$ cat src/rtl/mts_ram.sv
module mts_ram #(
	parameter int WIDTH = 8,
	parameter int DEPTH = 16
) (
	input  logic                     clk,
	input  logic                     we,
	input  logic [$clog2(DEPTH)-1:0] waddr,
	input  logic [WIDTH-1:0]         wdata,
	input  logic                     re,
	input  logic [$clog2(DEPTH)-1:0] raddr,
	output logic [WIDTH-1:0]         rdata
);

	logic [WIDTH-1:0] mem [DEPTH];

	// one write port, one registered read port
	always_ff @(posedge clk) begin
		if (we) begin
			mem[waddr] <= wdata;
		end
		if (re) begin
			rdata <= mem[raddr];
		end
	end

endmodule

$ cat config.mk
export PLATFORM = sky130hd
export DESIGN_NAME = mts_ram
export DESIGN_NICKNAME = d
export VERILOG_FILES = /design/src/rtl/mts_ram.sv
export SDC_FILE = /design/constraint.sdc
export NUM_CORES = 1
export LEC_CHECK = 0
export BUFFER_PORTS_ARGS = -buffer_cell sky130_fd_sc_hd__clkbuf_2
export CAP_MARGIN = 0
export CORE_MARGIN = 4
export CORE_UTILIZATION = 45
export DETAILED_ROUTE_END_ITERATION = 6
export GPL_ROUTABILITY_DRIVEN = 1
export GPL_TIMING_DRIVEN = 0
export PLACE_DENSITY = 0.74
export SYNTH_ARGS = -nofsm -noshare
export SYNTH_HDL_FRONTEND = slang
export SYNTH_SLANG_ARGS = --single-unit
$ cat constraint.sdc
create_clock -name clk -period 4.7 [get_ports clk]
set_input_delay 0.47 -clock clk [delete_from_list [all_inputs] [get_ports clk]]
set_output_delay 0.47 -clock clk [all_outputs]
set_load 0.02 [all_outputs]
# After elaboration in Yosys (flattened, before gate mapping)
# Memories as Yosys holds them, arrays and structs flattened. A register that Yosys moved wholly into a read port is not among the register bits.
# Cells that the tools add are included.
[word_totals] reg_bits=0 ram_bits=128 output_inout_bits=8 wordCells=3 mem_count=1
[mem_list] memory="mem" words=16 width=8 read_ports=1 rd_ports_with_merged_regs=1 wr=1 line_no="14" source="logic [WIDTH-1:0] mem [DEPTH];"
[classes] mux=2
[ops] op="2-to-1 mux 1 bit" count=2

# Depth between registers and ports, before layout
# Gate-level depths: netlist of the first run.
[logic_depth] ltp_word=2 ltp_mapped=5

# Least setup slack after synthesis of the first run
# Ideal clock, no wire load.
[synth_timing] kind="input -> register" startpoint="input port waddr[2]" endpoint="memory mem[0][0], enable pin" setup_ns=0.383 arrival_ns=1.580 required_time_ns=4.317 setup_slack_ns=2.737 cell_stages=2 cell_sequence="or3b_2 > nor3_1"
[synth_lines] element="from (decl)" line_no="7" source="input logic [$clog2(DEPTH)-1:0] waddr,"
[synth_lines] element="to (decl)" line_no="14"
# No word-level cell before the write port.

# Final worst setup path of the first run
[layout_timing] startpoint="input port waddr[2]" endpoint="memory mem[0][5], enable pin"
# No word-level cell before the write port.

==> impl_metrics.tcl, run 1 <==
set metrics [dict create \
    status "finished clean" \
    rows 39 \
    multi_input_area_um2 1060 \
    die_w_um 116 \
    required_ns 4.72 \
    grt_pass1_wl_um 14800 \
    path_cells "clkbuf_2 -> or3b_2 -> nor3_1" \
    post-place-ws_ns 2.16 \
    syn_nets 248 \
    layout.nets 292 \
    async_flop_share 0 \
    clk_path_buf_depth 2 \
    cpPeakStageDelay_ns 1.00 \
    grtUsageMet1 0.229 \
    power.density_nw_per_um2 462 \
    synth.distinct_cells 18 \
    grtUsageTotal 0.160 \
    antenna_cells 0 \
    drt_iter0_markers 215 \
    firstDrtPassIters 4 \
    via_per_inst 5.60 \
    cp.arrival_ns 2.10 \
    core_area_um2 11400 \
    busiest_layer "met2" \
    die_area_um2 13400 \
    ctsHoldBuffers 0 \
    cp_slowest_cell "nor3_1" \
    synthToLayoutAreaGrowth_pct 17.3 \
    grt_overflow 0 \
    synth_edf_count 136 \
    netlist.area_leader.share 0.781 \
    cts_buffers 17 \
    timing.fmax_mhz 480 \
    cp_max_fo 8 \
    io_buffer_count 25 \
    grt_pass1_vias 2450 \
    cts.root.buffer_cell "clkbuf_16" \
    min_path_type "primary input to flip-flop" \
    netlist_area_um2 5230 \
    final_max_slew_viol_count 0 \
    power_mw 2.83 \
    setup_ws_ns 2.62 \
    htreeDepth 4 \
    skew_ns 0.00998 \
    io_pins 27 \
    tightest_slew_ns 1.29 \
    cts_tree "built" \
    ir_drop_uv 226 \
    yosysWarnings 0 \
    grtUsageMet3 0.0527 \
    clock_sinks 136 \
    ys_ff_latch 136 \
    register_area_um2 4080 \
    synth_top_cell_by_area "edfxtp_1" \
    insertion_delay_ns 0.42 \
    grt_max_degree 17 \
    leakagePower_nw 2.05 \
    synth_flop_cell "edfxtp_1" \
    slew_headroom 0.135 \
    final_area_um2 6130 \
    cap_violations 0 \
    ctsResizeCount 0 \
    synth_common_cells "edfxtp_1 (136), mux4_2 (18), a22oi_1 (16), mux4_1 (14), nor2_1 (13)" \
    synth_most_common_cell "edfxtp_1" \
    startpoint_type "primary input" \
    finalSetupViolCount 0 \
    clk_pin_slew_ns 0.06 \
    placed_area_um2 5530 \
    end_kind "flip-flop" \
    ys_seq_area_frac 0.781 \
    routedWlPerCell_um 22.5 \
    synth.avg_cell_area_um2 22.8 \
    fillers 841 \
    floorplan.initialDensity 0.458 \
    finalWirelength_um 9660 \
    path_class "primary input to flip-flop" \
    postSynthCellCount 229 \
    timing.final.crit_share 0.443 \
    grt_antenna_before_repair 0 \
    vias 2402 \
    yosys-top-cells-area "edfxtp_1 (78%), mux4_2 (7.8%), mux4_1 (7.0%)" \
    rsz0062_at_grt "false" \
    grt_use_met2 0.234 \
    drc 0 \
    utilization 0.537 \
    drive_above_1_share 0.301 \
    final_hold_viol_count 0 \
    hpwl_um 6120 \
    fp.dieH_um 116 \
    ant_nets 0 \
    fin_crit_ns 2.08 \
    setup_tns_ns 0 \
    gp_congestion 0.732 \
    postCtsSetupBuffers 0 \
]
-- worst max-delay path: cells and delay by family --
| family | cells | cell delay [ns] |
|---|---|---|
| and+or+nand+nor | 2 | 1.53 |
| buffers and inverters | 1 | 0.10 |
-- per-layer routing --
layer / part of all wire / vias to the layer above / routed length, µm
met3: 0.086 / 9 / 833
li1: - / 1069 / -
met1: 0.42 / 1224 / 4100
met4: 0.0080 / 0 / 77
met5: 0 / - / 0
met2: 0.48 / 100 / 4650
-- cell families (layout without fill, tap and decap cells) --
kind of cell / Yosys count / count (layout) / share of synthesized area
AOI/OAI and AO/OA: 16 / 16 / 0.0230
buffers and inverters: 10 / 67 / 0.0165
DFF: 136 / 136 / 0.781
muxes: 32 / 32 / 0.148
and+or+nand+nor: 35 / 35 / 0.0314
-- power by group --
group	total, mW	internal, mW	leakage [nW]	switching [mW]
sequential	1.37	1.37	1.24	0.00606
combinational	0.133	0.0524	0.522	0.0806
clock	1.33	0.834	0.289	0.493
-- cell usage in the layout (no fill, tap or decap), types with 3 or more instances in the layout --
master	synthesis	final
a22oi_1	16	16
buf_2	3	3
buf_6	3	3
bufinv_16	0	3
clkbuf_16	0	17
clkbuf_2	0	25
clkdlybuf4s25_2	3	3
clkinv_2	0	4
clkinv_4	0	3
clkinvlp_4	0	3
edfxtp_1	136	136
mux4_1	14	14
mux4_2	18	18
nand2_1	9	9
nor2_1	13	13
nor3_1	4	4
-- worst paths after layout --
path	to	startpoint	slack [ns]	cells past startpoint
min reg2reg	rdata[1]	mem[8][1]	0.77	3
min	rdata[0]	re	0.41	1
max	mem[0][5]	waddr[2]	2.62	3
max reg2reg	rdata[7]	mem[2][7]	3.12	3
-- cell type report --
| class | count | area share |
|---|---|---|
| buffer | 10 | 0.0141 |
| clock buffer | 17 | 0.0694 |
| timing repair buffer | 25 | 0.0204 |
| clock inverter | 15 | 0.0288 |
| tap | 143 | 0.0292 |
| sequential | 136 | 0.666 |
| multi-input combinational | 83 | 0.172 |
-- metrics by stage --
stage	std cells	hold slack, ns
3_3_place_gp	397	0.732
6_report	429	0.409
4_1_cts	429	0.401
5_1_grt	429	0.402
3_5_place_dp	397	0.747
2_1_floorplan	229	0.569
-- state kept, by name, indices dropped and copies added (netlist names) --
register  cells
rdata         8
mem         128
(Power assumes the default switching activity.)
==> run 2, diff against run 1 <==
--- a/config.mk
+++ b/config.mk
@@ -5,6 +5,7 @@
 export SDC_FILE = /design/constraint.sdc
 export NUM_CORES = 1
 export LEC_CHECK = 0
+export ABC_AREA = 1
 export BUFFER_PORTS_ARGS = -buffer_cell sky130_fd_sc_hd__clkbuf_2
 export CAP_MARGIN = 0
 export CORE_MARGIN = 4
@@ -12,7 +13,7 @@
 export DETAILED_ROUTE_END_ITERATION = 6
 export GPL_ROUTABILITY_DRIVEN = 1
 export GPL_TIMING_DRIVEN = 0
-export PLACE_DENSITY = 0.74
+export PLACE_DENSITY = 0.73
 export SYNTH_ARGS = -nofsm -noshare
 export SYNTH_HDL_FRONTEND = slang
 export SYNTH_SLANG_ARGS = --single-unit
==> constraint.sdc (replaced) <==
create_clock -name clk -period 1.95 [get_ports clk]
set_input_delay 0.195 -clock clk [delete_from_list [all_inputs] [get_ports clk]]
set_output_delay 0.195 -clock clk [all_outputs]
set_load 0.02 [all_outputs]
==> impl_metrics.tcl, run 2 <==
set metrics [dict create \
    finalWirelength_um 13500 \
    clk_pin_slew_ns 0.06 \
    insertion_delay_ns 0.43 \
    grtUsageTotal 0.192 \
    routedWlPerCell_um 17.3 \
    netlist_area_um2 5850 \
    finalSetupViolCount 0 \
    gp_congestion 0.890 \
    rsz0062_at_grt "false" \
    p_int_mw 5.67 \
    floorplan.initialDensity 0.461 \
    startpoint_type "primary input" \
    clkPwrFrac 0.477 \
    synth_most_common_cell "nand2_1" \
    grt_pass1_wl_um 20400 \
    ys_ff_latch 136 \
    comb_power_share 0.060 \
    required_ns 1.98 \
    layout.nets 612 \
    multi_input_area_um2 1210 \
    grt_pass1_vias 3642 \
    setup_tns_ns 0 \
    yosysWarnings 0 \
    syn_nets 570 \
    timing.fmax_mhz 767 \
    cap_violations 0 \
    async_flop_share 0 \
    switchingPower_mw 1.49 \
    drive_above_1_share 0.127 \
    placed_area_um2 6180 \
    grt_overflow 0 \
    tightest_slew_ns 0.958 \
    skew_ns 0.0228 \
    status "finished clean" \
    most-common-layout-cells "nand2_1 (173), edfxtp_1 (136), inv_1 (100)" \
    path_cells "clkbuf_2 -> nand3b_1 -> nor2_1" \
    end_kind "flip-flop" \
    via_per_inst 5.04 \
    grt_max_degree 17 \
    core_area_um2 12700 \
    path_class "primary input to flip-flop" \
    path_delay_family "simple AND/OR/NAND/NOR gates" \
    ys_seq_area_frac 0.698 \
    synth_edf_count 136 \
    vias 3925 \
    fin_crit_ns 1.30 \
    cts_buffers 17 \
    io_buffer_count 23 \
    seq_power_share 0.463 \
    ir_drop_uv 417 \
    postSynthCellCount 551 \
    synth.avg_cell_area_um2 10.6 \
    drt_iter0_markers 524 \
    cts_tree "built" \
    slew_headroom 0.359 \
    postCtsSetupBuffers 0 \
    ant_nets 0 \
    largest_register "mem" \
    path_buf_inv 1 \
    synth_top_cell_by_area "edfxtp_1" \
    top_regs "mem x128, rdata x8" \
    netlist.area_leader.share 0.698 \
    leakagePower_nw 2.93 \
    hpwl_um 8750 \
    timing.final.crit_share 0.668 \
    synth_flop_cell "edfxtp_1" \
    fillers 1041 \
    cp.arrival_ns 1.33 \
    rows 41 \
    ctsHoldBuffers 0 \
    largest_reg_flops 128 \
    antenna_cells 0 \
    cpPeakStageDelay_ns 0.77 \
    clock_sinks 136 \
    register_area_um2 4080 \
    firstDrtPassIters 5 \
    layout_commonest_cell "nand2_1" \
    drc 0 \
    cp_slowest_cell "nor2_1" \
    clk_path_buf_depth 2 \
    die_w_um 122 \
    cts.root.buffer_cell "clkbuf_16" \
    final_area_um2 6810 \
    p_sw_frac 0.208 \
    yosys-top-cells-area "edfxtp_1 (70%), nand2_1 (11%), nand3_1 (8.3%)" \
    grt_antenna_before_repair 0 \
    htreeDepth 4 \
    synth.distinct_cells 11 \
    synthToLayoutAreaGrowth_pct 16.5 \
    min_path_type "primary input to flip-flop" \
    die_area_um2 14900 \
    final_hold_viol_count 0 \
    ctsResizeCount 0 \
    synth_common_cells "nand2_1 (173), edfxtp_1 (136), inv_1 (100), nand3_1 (97), nor2_1 (17)" \
    final_max_slew_viol_count 0 \
    fp.dieH_um 122 \
    io_pins 27 \
    cp_max_fo 8 \
    power.density_nw_per_um2 1050 \
]
[run 2: cell families (layout without fill, tap and decap cells)]
kind of cell,after synthesis,in the layout,synth area share
flops,136,136,0.698
simple gates,289,289,0.208
buf+inv,126,181,0.0939
[run 2: final cells by class]
type | instances | share of cell area
Clock inverter | 14 | 0.0299
Clock buffer | 18 | 0.0630
Sequential cell | 136 | 0.600
Inverter | 102 | 0.0562
Tap cell | 172 | 0.0316
Multi-Input combinational cell | 289 | 0.178
Timing Repair Buffer | 23 | 0.0169
Buffer | 24 | 0.0244
[run 2: power by group through the flow]
| stage | combinational (mW) | clock, mW | sequential, mW |
|---|---|---|---|
| 5_1_grt | 0.469 | 3.62 | 3.32 |
| 4_1_cts | 0.427 | 3.46 | 3.31 |
| 6_report | 0.432 | 3.42 | 3.31 |
| 3_5_place_dp | 0.422 | 0 | 3.37 |
| 2_1_floorplan | 0.231 | 0 | 3.39 |
| 3_3_place_gp | 0.414 | 0 | 3.37 |
[run 2: worst paths after layout]
| path | start | end | slack [ns] | cells after the start |
|---|---|---|---|---|
| min reg2reg | mem[12][5] | rdata[5] | 0.79 | 6 |
| max | waddr[3] | mem[6][2] | 0.65 | 3 |
| min | re | rdata[0] | 0.11 | 1 |
| max reg2reg | mem[6][0] | rdata[0] | 0.80 | 6 |
[run 2: through the flow]
stage           util  hold WS (ns)  setup WS, ns  std cells  power [mW]
2_1_floorplan      -         0.294         0.804        551        3.62
3_3_place_gp   0.488         0.533         0.257        746        3.78
3_5_place_dp   0.488         0.553         0.214        746        3.79
4_1_cts        0.537         0.111         0.670        778        7.20
5_1_grt        0.537         0.121         0.562        778        7.40
6_report       0.537         0.114         0.647        778        7.16
[run 2: per-layer routing]
metal / up-vias / GRT usage / share of wire
met2: 220 / 0.294 / 0.46
met3: 29 / 0.0529 / 0.10
met4: 0 / 0.0791 / 0.031
met5: - / 0 / 0
li1: 1864 / - / -
met1: 1812 / 0.261 / 0.41
==> run 3, diff against run 2 <==
==> constraint.sdc (replaced) <==
create_clock -name clk -period 1.3 [get_ports clk]
set_input_delay 0.13 -clock clk [delete_from_list [all_inputs] [get_ports clk]]
set_output_delay 0.13 -clock clk [all_outputs]
set_load 0.02 [all_outputs]
==> impl_metrics.tcl, run 3 (synthesized netlist as in run 2, its figures left out) <==
set metrics [dict create \
    path_cells "clkbuf_2 -> nand3b_1 -> nor2_1" \
    cp-endpoint "mem[7][4]" \
    fp.dieH_um 122 \
    reg2reg_from "mem[6][0]" \
    cp_max_fo 8 \
    htreeDepth 4 \
    clock_sinks 136 \
    rrSetupSlack_ns 0.16 \
    required_ns 1.33 \
    antenna_cells 0 \
    firstDrtPassIters 5 \
    timing.final.crit_share 0.924 \
    ir_drop_uv 623 \
    vias 3927 \
    final_hold_viol_count 0 \
    skew_ns 0.0199 \
    finalWirelength_um 13400 \
    power.density_nw_per_um2 1580 \
    path_class "primary input to flip-flop" \
    ctsHoldBuffers 0 \
    post-place-ws_ns -0.371 \
    path_delay_family "simple AND/OR/NAND/NOR gates" \
    tightest_slew_ns 0.951 \
    r2r-end "rdata[0]" \
    grt_pass1_vias 3642 \
    most-common-layout-cells "nand2_1 (173), edfxtp_1 (136), inv_1 (100)" \
    synthToLayoutAreaGrowth_pct 16.5 \
    grt_antenna_before_repair 0 \
    final_max_slew_viol_count 0 \
    postCtsSetupBuffers 0 \
    ctsResizeCount 0 \
    grt_pass1_wl_um 20400 \
    largest_reg_flops 128 \
    gp_congestion 0.890 \
    floorplan.initialDensity 0.461 \
    path_buf_inv 1 \
    rsz0062_at_grt "false" \
    placed_area_um2 6180 \
    insertion_delay_ns 0.42 \
    cts_tree "built" \
    cap_violations 0 \
    hpwl_um 8750 \
    startpoint_type "primary input" \
    leakagePower_nw 2.93 \
    cts.root.buffer_cell "clkbuf_16" \
    top_regs "mem x128, rdata x8" \
    drc 0 \
    drt_iter0_markers 412 \
    stdcell_count 778 \
    placed_cells 746 \
    cpPeakStageDelay_ns 0.73 \
    rows 41 \
    min_path_type "primary input to flip-flop" \
    io_pins 27 \
    ant_nets 0 \
    layout_commonest_cell "nand2_1" \
    die_w_um 122 \
    cp.arrival_ns 1.23 \
    crit_cells 3 \
    final_area_um2 6810 \
    drive_above_1_share 0.129 \
    grt_max_degree 17 \
    die_area_um2 14900 \
    end_kind "flip-flop" \
    cp_slowest_cell "nor2_1" \
    clk_pin_slew_ns 0.06 \
    io_buffer_count 23 \
    largest_register "mem" \
    reg2reg_depth 6 \
    grt_overflow 0 \
    grtUsageTotal 0.192 \
    setup_ws_ns 0.0992 \
    slew_headroom 0.364 \
    status "finished clean" \
    core_area_um2 12700 \
    clk_path_buf_depth 2 \
    cts_buffers 17 \
    via_per_inst 5.05 \
    routedWlPerCell_um 17.3 \
    layout.nets 612 \
    finalSetupViolCount 0 \
    fin_crit_ns 1.20 \
    cp-startpoint "waddr[3]" \
    timing.fmax_mhz 833 \
]
[run 3: cell count changes in the layout (fill, tap and decap cells not counted)]
cell	previous run	this run
nor2_1	17	16
nor2_2	0	1
[run 3: worst min-delay path by stage]
stage | start | to | slack [ns] | cells after the start
after floorplan | wdata[0] | mem[0][0] | 0.23 | 0
after global placement | re | rdata[0] | 0.47 | 1
after detailed placement | re | rdata[5] | 0.49 | 1
after CTS | re | rdata[0] | 0.05 | 1
after global routing | re | rdata[2] | 0.06 | 1
final | re | rdata[0] | 0.05 | 1
[run 3: area by class of cell]
cell class / count / area (µm²)
repair buffers: 23 / 115
inverters: 102 / 383
plain buffers: 24 / 166
multi-input cells: 289 / 1220
fillers: 1040 / 5860
well taps: 172 / 215
clock buffers: 18 / 429
flip-flops and latches: 136 / 4080
clock inverters: 14 / 204
[run 3: worst register-to-register path: cells and delay by family, from the launching register on]
kind	cells	cell delay, ns
simple gates	5	0.45
flops	1	0.38
buf+inv	1	0.07
[run 3: through the flow]
step / power [mW] / hold slack [ns] / utilization / setup TNS [ns]
2_1_floorplan: 5.43 / 0.229 / - / 0
3_3_place_gp: 5.67 / 0.468 / 0.488 / -19.28
3_5_place_dp: 5.69 / 0.488 / 0.488 / -25.97
4_1_cts: 10.8 / 0.0457 / 0.537 / 0
5_1_grt: 11.1 / 0.0562 / 0.538 / 0
6_report: 10.7 / 0.0517 / 0.538 / 0
[run 3: power by group]
part	internal, mW	switching (mW)	total [mW]
Clock	3.38	1.74	5.12
Sequential	4.94	0.0241	4.97
Combinational	0.184	0.463	0.646
Total	8.50	2.23	10.7
[run 3: layer usage]
layer	GRT usage	vias up	wire length (µm)
met5	0	-	0
met4	0.0791	0	395
met3	0.0529	24	1190
met2	0.294	194	6180
met1	0.261	1846	5670
li1	-	1863	-
